$ cat config.mk
export PLATFORM = sky130hd
export DESIGN_NAME = bbef_ctrl
export DESIGN_NICKNAME = d
export VERILOG_FILES = /design/src/design/bbef_pkg.sv /design/src/design/bbef_ctrl.sv
export SDC_FILE = /design/constraint.sdc
export NUM_CORES = 1
export LEC_CHECK = 0
export ABC_AREA = 1
export BUFFER_PORTS_ARGS = -buffer_cell sky130_fd_sc_hd__buf_4
export CORE_AREA = 2 2 39 41
export DETAILED_ROUTE_END_ITERATION = 8
export DIE_AREA = 0 0 41 43
export SYNTH_ARGS = -nofsm -noshare
export SYNTH_HDL_FRONTEND = slang
export SYNTH_SLANG_ARGS = --single-unit
$ cat constraint.sdc
create_clock -name clk -period 1.3 [get_ports clk]
set_clock_uncertainty 0.1 [all_clocks]
set_input_delay 0.065 -clock clk [delete_from_list [all_inputs] [get_ports clk]]
set_output_delay 0.065 -clock clk [all_outputs]
set_load 0.005 [all_outputs]
$ cat src/design/bbef_pkg.sv
// ----------------------------------------------------------------------------
// bbef_pkg
// Types, codes and helper functions shared by the boundary extreme finder.
// ----------------------------------------------------------------------------
package bbef_pkg;

	localparam int IDX_W = 8;
	localparam int SIZE_W = 9;
	localparam int FRAME_MAX = 256;
	localparam int DEF_MAX_WIDTH = 256;
	localparam int DEF_MAX_HEIGHT = 256;
	localparam int APB_AW = 3;
	localparam int APB_DW = 32;
	localparam int EXT_W = 2 * IDX_W;

	localparam logic [1:0] OP_WRITE = 2'd0;
	localparam logic [1:0] OP_COMPUTE = 2'd1;
	localparam logic [1:0] OP_QUERY = 2'd2;
	localparam logic [1:0] OP_RSVD = 2'd3;

	localparam logic REG_FRAME_WIDTH = 1'b0;
	localparam logic REG_FRAME_HEIGHT = 1'b1;

	localparam logic [SIZE_W-1:0] FRAME_RESET = 9'd256;

	// Selects which window row a pixel memory read fills.
	localparam logic [1:0] RD_NONE = 2'd0;
	localparam logic [1:0] RD_PREV = 2'd1;
	localparam logic [1:0] RD_CUR = 2'd2;
	localparam logic [1:0] RD_NEXT = 2'd3;

	typedef struct packed {
		logic [1:0] op;
		logic [IDX_W-1:0] row;
		logic [IDX_W-1:0] col;
		logic pixel;
	} bbef_item_t;

	typedef struct packed {
		logic row_found;
		logic [IDX_W-1:0] row_first_col;
		logic [IDX_W-1:0] row_last_col;
		logic col_found;
		logic [IDX_W-1:0] col_first_row;
		logic [IDX_W-1:0] col_last_row;
		logic edge_bit;
		logic boundary_bit;
		logic out_of_range;
		logic done_res;
	} bbef_res_t;

	typedef struct packed {
		logic take;
		logic row_zero;
		logic row_inc;
		logic col_zero;
		logic col_inc;
		logic clear_found;
		logic [1:0] pix_rd;
		logic pix_wr;
		logic ext_rd;
		logic px_update;
		logic row_commit;
		logic load_res;
	} bbef_cmd_t;

	typedef struct packed {
		logic [1:0] op;
		logic oor;
		logic last_col;
		logic last_row;
	} bbef_sts_t;

	// Frame size register limited to 1..cap.
	function automatic logic [SIZE_W-1:0] eff_size(input logic [SIZE_W-1:0] val,
			input logic [SIZE_W-1:0] cap);
		logic [SIZE_W-1:0] v;
		v = val;
		if (v == '0) v = SIZE_W'(1);
		if (v > cap) v = cap;
		return v;
	endfunction

	// 3x3 neighbourhood, row major from the upper left; nb[4] is the centre.
	// A neighbour only counts where its direction flags say it is in the frame.
	function automatic logic edge_of(input logic [8:0] nb, input logic up,
			input logic dn, input logic lf, input logic rt);
		logic [7:0] nbr;
		logic [7:0] vld;
		nbr = {nb[8], nb[7], nb[6], nb[5], nb[3], nb[2], nb[1], nb[0]};
		vld = {dn & rt, dn, dn & lf, rt, lf, up & rt, up, up & lf};
		return |((nbr ^ {8{nb[4]}}) & vld);
	endfunction

endpackage

$ cat src/design/bbef_ctrl.sv
// ----------------------------------------------------------------------------
// bbef_ctrl
// Sequencer for pixel writes, the boundary walk and queries.
// ----------------------------------------------------------------------------
module bbef_ctrl (
	input logic clk,
	input logic arst_n,
	input logic in_valid,
	output logic in_ready,
	output logic out_valid,
	input logic out_ready,
	output bbef_pkg::bbef_cmd_t cmd,
	input bbef_pkg::bbef_sts_t sts
);
	import bbef_pkg::*;

	localparam logic [3:0] S_IDLE = 4'd0;
	localparam logic [3:0] S_DECODE = 4'd1;
	localparam logic [3:0] S_CLR = 4'd2;
	localparam logic [3:0] S_LD_PREV = 4'd3;
	localparam logic [3:0] S_LD_CUR = 4'd4;
	localparam logic [3:0] S_LD_NEXT = 4'd5;
	localparam logic [3:0] S_LD_WAIT = 4'd6;
	localparam logic [3:0] S_WR = 4'd7;
	localparam logic [3:0] S_PX_RD = 4'd8;
	localparam logic [3:0] S_PX_UPD = 4'd9;
	localparam logic [3:0] S_ROW_END = 4'd10;
	localparam logic [3:0] S_RESULT = 4'd11;

	logic [3:0] state_q;
	logic [3:0] state_d;
	logic out_valid_q;

	assign in_ready = (state_q == S_IDLE);
	assign out_valid = out_valid_q;

	always_comb begin
		cmd = '0;
		state_d = state_q;
		case (state_q)
			S_IDLE: begin
				if (in_valid) begin
					cmd.take = 1'b1;
					state_d = S_DECODE;
				end
			end
			S_DECODE: begin
				if (sts.op == OP_COMPUTE) begin
					state_d = S_CLR;
				end else if ((sts.op inside {OP_WRITE, OP_QUERY}) && !sts.oor) begin
					state_d = S_LD_PREV;
				end else begin
					state_d = S_RESULT;
				end
			end
			S_CLR: begin
				cmd.clear_found = 1'b1;
				cmd.row_zero = 1'b1;
				state_d = S_LD_PREV;
			end
			S_LD_PREV: begin
				cmd.pix_rd = RD_PREV;
				cmd.ext_rd = 1'b1;
				cmd.col_zero = (sts.op == OP_COMPUTE);
				state_d = S_LD_CUR;
			end
			S_LD_CUR: begin
				cmd.pix_rd = RD_CUR;
				state_d = S_LD_NEXT;
			end
			S_LD_NEXT: begin
				cmd.pix_rd = RD_NEXT;
				state_d = S_LD_WAIT;
			end
			S_LD_WAIT: begin
				case (sts.op)
					OP_WRITE: state_d = S_WR;
					OP_COMPUTE: state_d = S_PX_RD;
					default: state_d = S_RESULT;
				endcase
			end
			S_WR: begin
				cmd.pix_wr = 1'b1;
				state_d = S_RESULT;
			end
			S_PX_RD: begin
				cmd.ext_rd = 1'b1;
				state_d = S_PX_UPD;
			end
			S_PX_UPD: begin
				cmd.px_update = 1'b1;
				if (sts.last_col) begin
					state_d = S_ROW_END;
				end else begin
					cmd.col_inc = 1'b1;
					state_d = S_PX_RD;
				end
			end
			S_ROW_END: begin
				cmd.row_commit = 1'b1;
				if (sts.last_row) begin
					state_d = S_RESULT;
				end else begin
					cmd.row_inc = 1'b1;
					state_d = S_LD_PREV;
				end
			end
			S_RESULT: begin
				if (!out_valid_q || out_ready) begin
					cmd.load_res = 1'b1;
					state_d = S_IDLE;
				end
			end
			default: begin
				state_d = S_IDLE;
			end
		endcase
	end

	always_ff @(posedge clk or negedge arst_n) begin
		if (!arst_n) begin
			state_q <= S_IDLE;
			out_valid_q <= 1'b0;
		end else begin
			state_q <= state_d;
			if (cmd.load_res) begin
				out_valid_q <= 1'b1;
			end else if (out_ready) begin
				out_valid_q <= 1'b0;
			end
		end
	end
endmodule

==> results of run 1 <==
[path summary, 6_finish.rpt]
kind	from	cells after the start	slack, ps	endpoint
setup / recovery	state_q[2]	6	-100	cmd[8]
hold / removal	in_valid	5	30	state_q[0]
max in group asynchronous	arst_n	2	900	state_q[2]
min in group asynchronous	arst_n	2	90	state_q[3]
hold reg to reg	out_valid	2	490	out_valid
setup reg to reg	state_q[1]	6	-10	state_q[3]
[per-layer routing]
metal  vias to the layer above  track usage, %
met5                         -               0
li1                        330               -
met1                       294            21.9
met4                         0            6.00
met2                        24            29.4
met3                         0            1.57
[cell families (layout without fill, tap and decap cells)]
kind of cell	after synthesis	after routing	share of synthesized area [%]
flip-flops	5	5	26.7
AO/OA/AOI/OAI	4	4	4.26
AND/OR/NAND/NOR	63	63	56.3
buffers and inverters	15	50	12.8
[layout make-up]
type / instances / area (µm²)
well taps: 16 / 20.0
multi-input cells: 67 / 347
fillers: 131 / 559
inverters: 14 / 52.6
clock buffers: 4 / 26.3
flip-flops and latches: 5 / 130
repair buffers: 32 / 249
[power by group]
group / internal (µW) / switching (µW)
Clock: 116 / 68.6
Sequential: 237 / 106
Combinational: 519 / 636
[cell usage after synthesis]
cell,number,share of area (%)
nand3b_1,2,3.2
nand3_1,2,2.1
inv_2,1,0.80
nor3_1,2,2.1
buf_4,1,1.6
or2_2,1,1.3
inv_1,13,10
nor2_1,23,18
o21ai_1,1,1.1
o21ai_0,3,3.2
dfrtp_1,5,27
nand2_1,28,22
nor2_2,3,4.0
nand2_2,2,2.7
[sequential cells by signal, indices dropped and copies added, names as in the netlist]
signal	cells
state_q	4
out_valid	1
[per-stage QoR]
| step | cells | utilization (%) |
|---|---|---|
| after CTS | 135 | 55.2 |
| after global placement | 126 | 47.8 |
| after floorplan | 87 | - |
| after global routing | 138 | 59.6 |
| after detailed placement | 126 | 47.8 |
| final | 138 | 59.6 |
[worst max-delay path: stages, from the launching register on]
cell and delay, ps:
dfrtp_2 430, inv_2 100, nand2_4 80, nor2_4 110, inv_2 40, nor2_1 110, buf_4 120
[what timing repair did]
item                                    4_1_cts  5_1_grt
hold buffers                                  2        0
pin swaps                                     2        3
buffers inserted                              3        3
endpoints found under the setup margin       15       18
gates resized for setup                      11       18
hold endpoints to repair                      6        0
==> results_dict.tcl, run 1 <==
set metrics [dict create \
    status "finished with violations" \
    violations "negative setup slack" \
    die_width_um 41 \
    htreeDepth 1 \
    hold_viol 0 \
    dr.pass1.iters 4 \
    critical_path_class "reg -> out" \
    place_area_um2 662 \
    antenna_found_initial 0 \
    clock-sinks 5 \
    vias_per_cell 4.70 \
    grtUsageTotal_pct 17.5 \
    io_buffer_count 23 \
    startpoint_type "flip-flop" \
    rows 14 \
    area.growth.synth_to_final_pct 75.7 \
    dp.final_hpwl_mm 1.04 \
    vias 648 \
    fp.dieH_um 43 \
    end_kind "output pin" \
    critical_path_peak_fanout 4 \
    wl_met3_um 73 \
    grt_pass1_vias 545 \
    setup_viol 15 \
    place_congestion 0.843 \
    wl_per_cell_um 10.8 \
    wl_met2_um 819 \
    tightest_slew_ps 228 \
    synth.cell_area_um2 469 \
    drt-total-wl_mm 1.49 \
    initialDrtViolationCount 14 \
    leakagePower_uw 0.000461 \
    dieArea_um2 1760 \
    rsz0062_at_grt "true" \
    drc_errors 0 \
    vdd_drop_max_uv 1130 \
    drive_above_1_share_pct 51.6 \
    yosysSeqAreaShare_pct 26.7 \
    syn-instance-count 87 \
    met1_length_um 595 \
    syn_area_per_cell_um2 5.39 \
    worst_slack_ps -105 \
    clock.fmax_mhz 712 \
    start_util_pct 33.9 \
    grt_max_degree 6 \
    cts_made_buffers 3 \
    final_common_cell "buf_4" \
    syn_nets 96 \
    antennaDiodeCount 0 \
    fin_crit_sh_pct 108 \
    cts_tree "done" \
    critical_path_arrival_ps 1240 \
    clockBufferDepth 2 \
    insertion_delay_ps 240 \
    design_area_um2 825 \
    root_buffer "clkbuf_4" \
    path_clk_slew_ps 50 \
    grt_pass1_wl_mm 2.10 \
    ys_ff_latch 5 \
    max-cap-violations 0 \
    slew_headroom_pct 84.7 \
    yosys_warnings 0 \
    grt_overflow 0 \
    io_pins 24 \
    finalMaxSlewViolations 0 \
    fp.coreArea_um2 1380 \
    hold_path_class "in -> reg" \
    ant_nets 0 \
    layout_common_cells "buf_4 (29), nand2_1 (21), nor2_1 (17), nand2_2 (8), inv_1 (8)" \
    dp_slack_ps -6.91 \
    total_power_uw 1680 \
    setup_tns_ps -688 \
    highest_layer "met3" \
    timing.hold.ws_ps 34.8 \
    pwr_density_cell_nw_per_um2 2040 \
    synth_cell_types 14 \
    crit_required_ps 1130 \
    nets 132 \
    finalCriticalPeriod_ps 1400 \
]
Note: power is estimated with default switching activity, not from simulation.
==> inputs of run 2 (changes only) <==
ABC_AREA = default   (was 1)
CORE_AREA = default   (was 2 2 39 41)
CORE_UTILIZATION = 25   (was default)
DIE_AREA = default   (was 0 0 41 43)
==> run 2 against run 1 <==
  * The run still ends with negative setup slack left
  * Non-clock buffer count up 19
  * Synthesized cell count down 30%
  * Sequential share of layout area down 3.8 points
  * Critical endpoint is now cmd[12]
  * Largest cell class is now buffers
  * Largest power group unchanged
==> results_dict.tcl, run 2 <==
set metrics [dict create \
    synth-async-reset-ratio_pct 100 \
    clockBufferDepth 2 \
    setup_viol 18 \
    setup_tns_ps -2540 \
    ant_nets 0 \
    yosys-top-cells-area "dfrtp_1 (25%), nand2b_1 (8.8%), nor3_1 (6.0%)" \
    p_clk_share_pct 8.0 \
    leakagePower_uw 0.000497 \
    fp.coreArea_um2 1800 \
    vdd_drop_max_uv 975 \
    finalCriticalPeriod_ps 1530 \
    die_width_um 46.6 \
    synth_compound_area_share_pct 18.9 \
    design_area_um2 1080 \
    crit_required_ps 1130 \
    finalMaxSlewViolations 0 \
    htreeDepth 1 \
    total_power_uw 2360 \
    clock.fmax_mhz 652 \
    nFillCells 162 \
    pwr_density_cell_nw_per_um2 2170 \
    cp_slowest_cell "dfrtp_2" \
    path_buf_inv 2 \
    max-cap-violations 0 \
    dr.pass1.iters 4 \
    rsz0062_at_grt "true" \
    multi_input_area_um2 445 \
    violations "negative setup slack" \
    synth.cell_area_um2 497 \
    yosysSeqAreaShare_pct 25.2 \
    grt_max_degree 10 \
    power_frac_comb_pct 77.5 \
    root_buffer "clkbuf_4" \
    critical_path_arrival_ps 1370 \
    grtUsageTotal_pct 17.9 \
    area.growth.synth_to_final_pct 118 \
    cts_made_buffers 3 \
    fp.dieH_um 46.6 \
    initialDrtViolationCount 5 \
    syn-instance-count 61 \
    vias 665 \
    ys_ff_latch 5 \
    io_pins 24 \
    nets 121 \
    yosysTopAreaCell "dfrtp_1" \
    slew_headroom_pct 79.6 \
    fin_crit_sh_pct 118 \
    ys.flop_type "dfrtp_1" \
    synthMuxAreaShare_pct 4.03 \
    path_clk_slew_ps 50 \
    synth-simple-area-share_pct 45.6 \
    rrSetupSlack_ps -140 \
    drive_above_1_share_pct 64.9 \
    synthAdderAreaFrac_pct 0 \
    synth-xor-area-share_pct 0 \
    clock-sinks 5 \
    io_buffer_count 23 \
    synth_cell_types 32 \
    grt_pass1_wl_mm 2.67 \
    power_switching_uw 938 \
    yosys-top-cells-count "nand2b_1 (7), nor3_1 (6), dfrtp_1 (5)" \
    yosysMostFrequentCell "nand2b_1" \
    p_int_uw 1420 \
    final_common_cell "buf_4" \
    antenna_found_initial 0 \
    timing.hold.ws_ps 27.4 \
    fin_util_pct 60.2 \
    worst_slack_ps -233 \
    synth_top_family_by_area "simple AND/OR/NAND/NOR gates" \
    tightest_slew_ps 302 \
    vias_per_cell 4.89 \
    yosys_warnings 0 \
    final-seq-area_um2 130 \
    dp.final_hpwl_mm 1.04 \
    wl_per_cell_um 13.2 \
    crit_path_cell_trace "buf_4 -> nor4_4 -> and2_1 -> buf_4" \
    cp_top_family "flip-flops" \
    hold_viol 0 \
    synth_top_cell_area_share_pct 25.2 \
    critical_path_class "reg -> out" \
    syn_nets 70 \
    hold_path_class "in -> reg" \
    seqPwrFrac_pct 14.5 \
    regMostFlops "state_q" \
    drc_errors 0 \
    cts_tree "done" \
    place_area_um2 783 \
    startpoint_type "flip-flop" \
    grt_overflow 0 \
    place_congestion 0.816 \
    dieArea_um2 2170 \
    max_stage_delay_ps 440 \
    rows 15 \
    power.share.switching_pct 39.8 \
    synth_edf_count 0 \
    syn_area_per_cell_um2 8.14 \
    status "finished with violations" \
    drt-total-wl_mm 1.80 \
    start_util_pct 27.6 \
    insertion_delay_ps 250 \
    grt_pass1_vias 603 \
    end_kind "output pin" \
    layout_common_cells "buf_4 (36), buf_6 (10), nand2b_1 (4), nand2_1 (4), dfrtp_2 (4)" \
    largest_reg_flops 4 \
    antennaDiodeCount 0 \
    crit_path_frequent_cell "buf_4" \
    critical_path_peak_fanout 6 \
]
[run 2: stage by stage]
step	instances	setup WS, ps
global placement	117	-68.9
global route	136	-294
CTS	136	-208
detailed placement	117	-89.4
finish	136	-233
floorplan	61	35.3
[run 2: timing repair]
item | CTS | global route
endpoints found under the setup margin | 17 | 18
hold endpoints to repair | 6 | 0
pin swaps | 6 | 7
buffers inserted | 12 | 2
resized for setup | 22 | 18
hold buffers | 3 | 0
[run 2: worst reg2reg max path: cells and delay by family, from the launching register on]
family | cells | cell delay [ps]
DFF | 1 | 440
AOI/OAI and AO/OA | 2 | 380
and+or+nand+nor | 1 | 230
buffers and inverters | 1 | 140
[run 2: power by group through the flow]
| stage | clock network [µW] | registers [µW] | logic [µW] |
|---|---|---|---|
| 3_5_place_dp | 0 | 375 | 1100 |
| 2_1_floorplan | 0 | 301 | 627 |
| 3_3_place_gp | 0 | 380 | 1100 |
| 6_report | 188 | 343 | 1830 |
| 4_1_cts | 191 | 326 | 1620 |
| 5_1_grt | 208 | 352 | 1970 |
[run 2: routing by layer]
metal	track usage, %	part of all wire, %
met1	21.5	41
met2	31.7	53
met3	2.35	3.8
met4	7.06	2.4
met5	0	0
[run 2: worst paths after layout]
| kind | start | end | depth (start not counted) |
|---|---|---|---|
| setup / recovery | state_q[0] | cmd[12] | 4 |
| max in group asynchronous | arst_n | state_q[2] | 2 |
| hold / removal | sts[4] | state_q[2] | 4 |
| setup reg to reg | state_q[0] | state_q[1] | 4 |
| min in group asynchronous | arst_n | state_q[1] | 2 |
| hold reg to reg | out_valid | out_valid | 2 |
[run 2: cell type report]
type | count | area share, %
inverters | 1 | 0.346
clock buffers | 4 | 2.42
multi-input cells | 50 | 41.1
repair buffers | 51 | 41.3
well taps | 25 | 2.88
flip-flops and latches | 5 | 12.0
[run 2: logic make-up after synthesis]
| logic type | count (synthesis) |
|---|---|
| multiplexers | 2 |
| flip-flops | 5 |
| AND/OR/NAND/NOR | 35 |
| AO/OA/AOI/OAI | 13 |
| buffers and inverters | 6 |
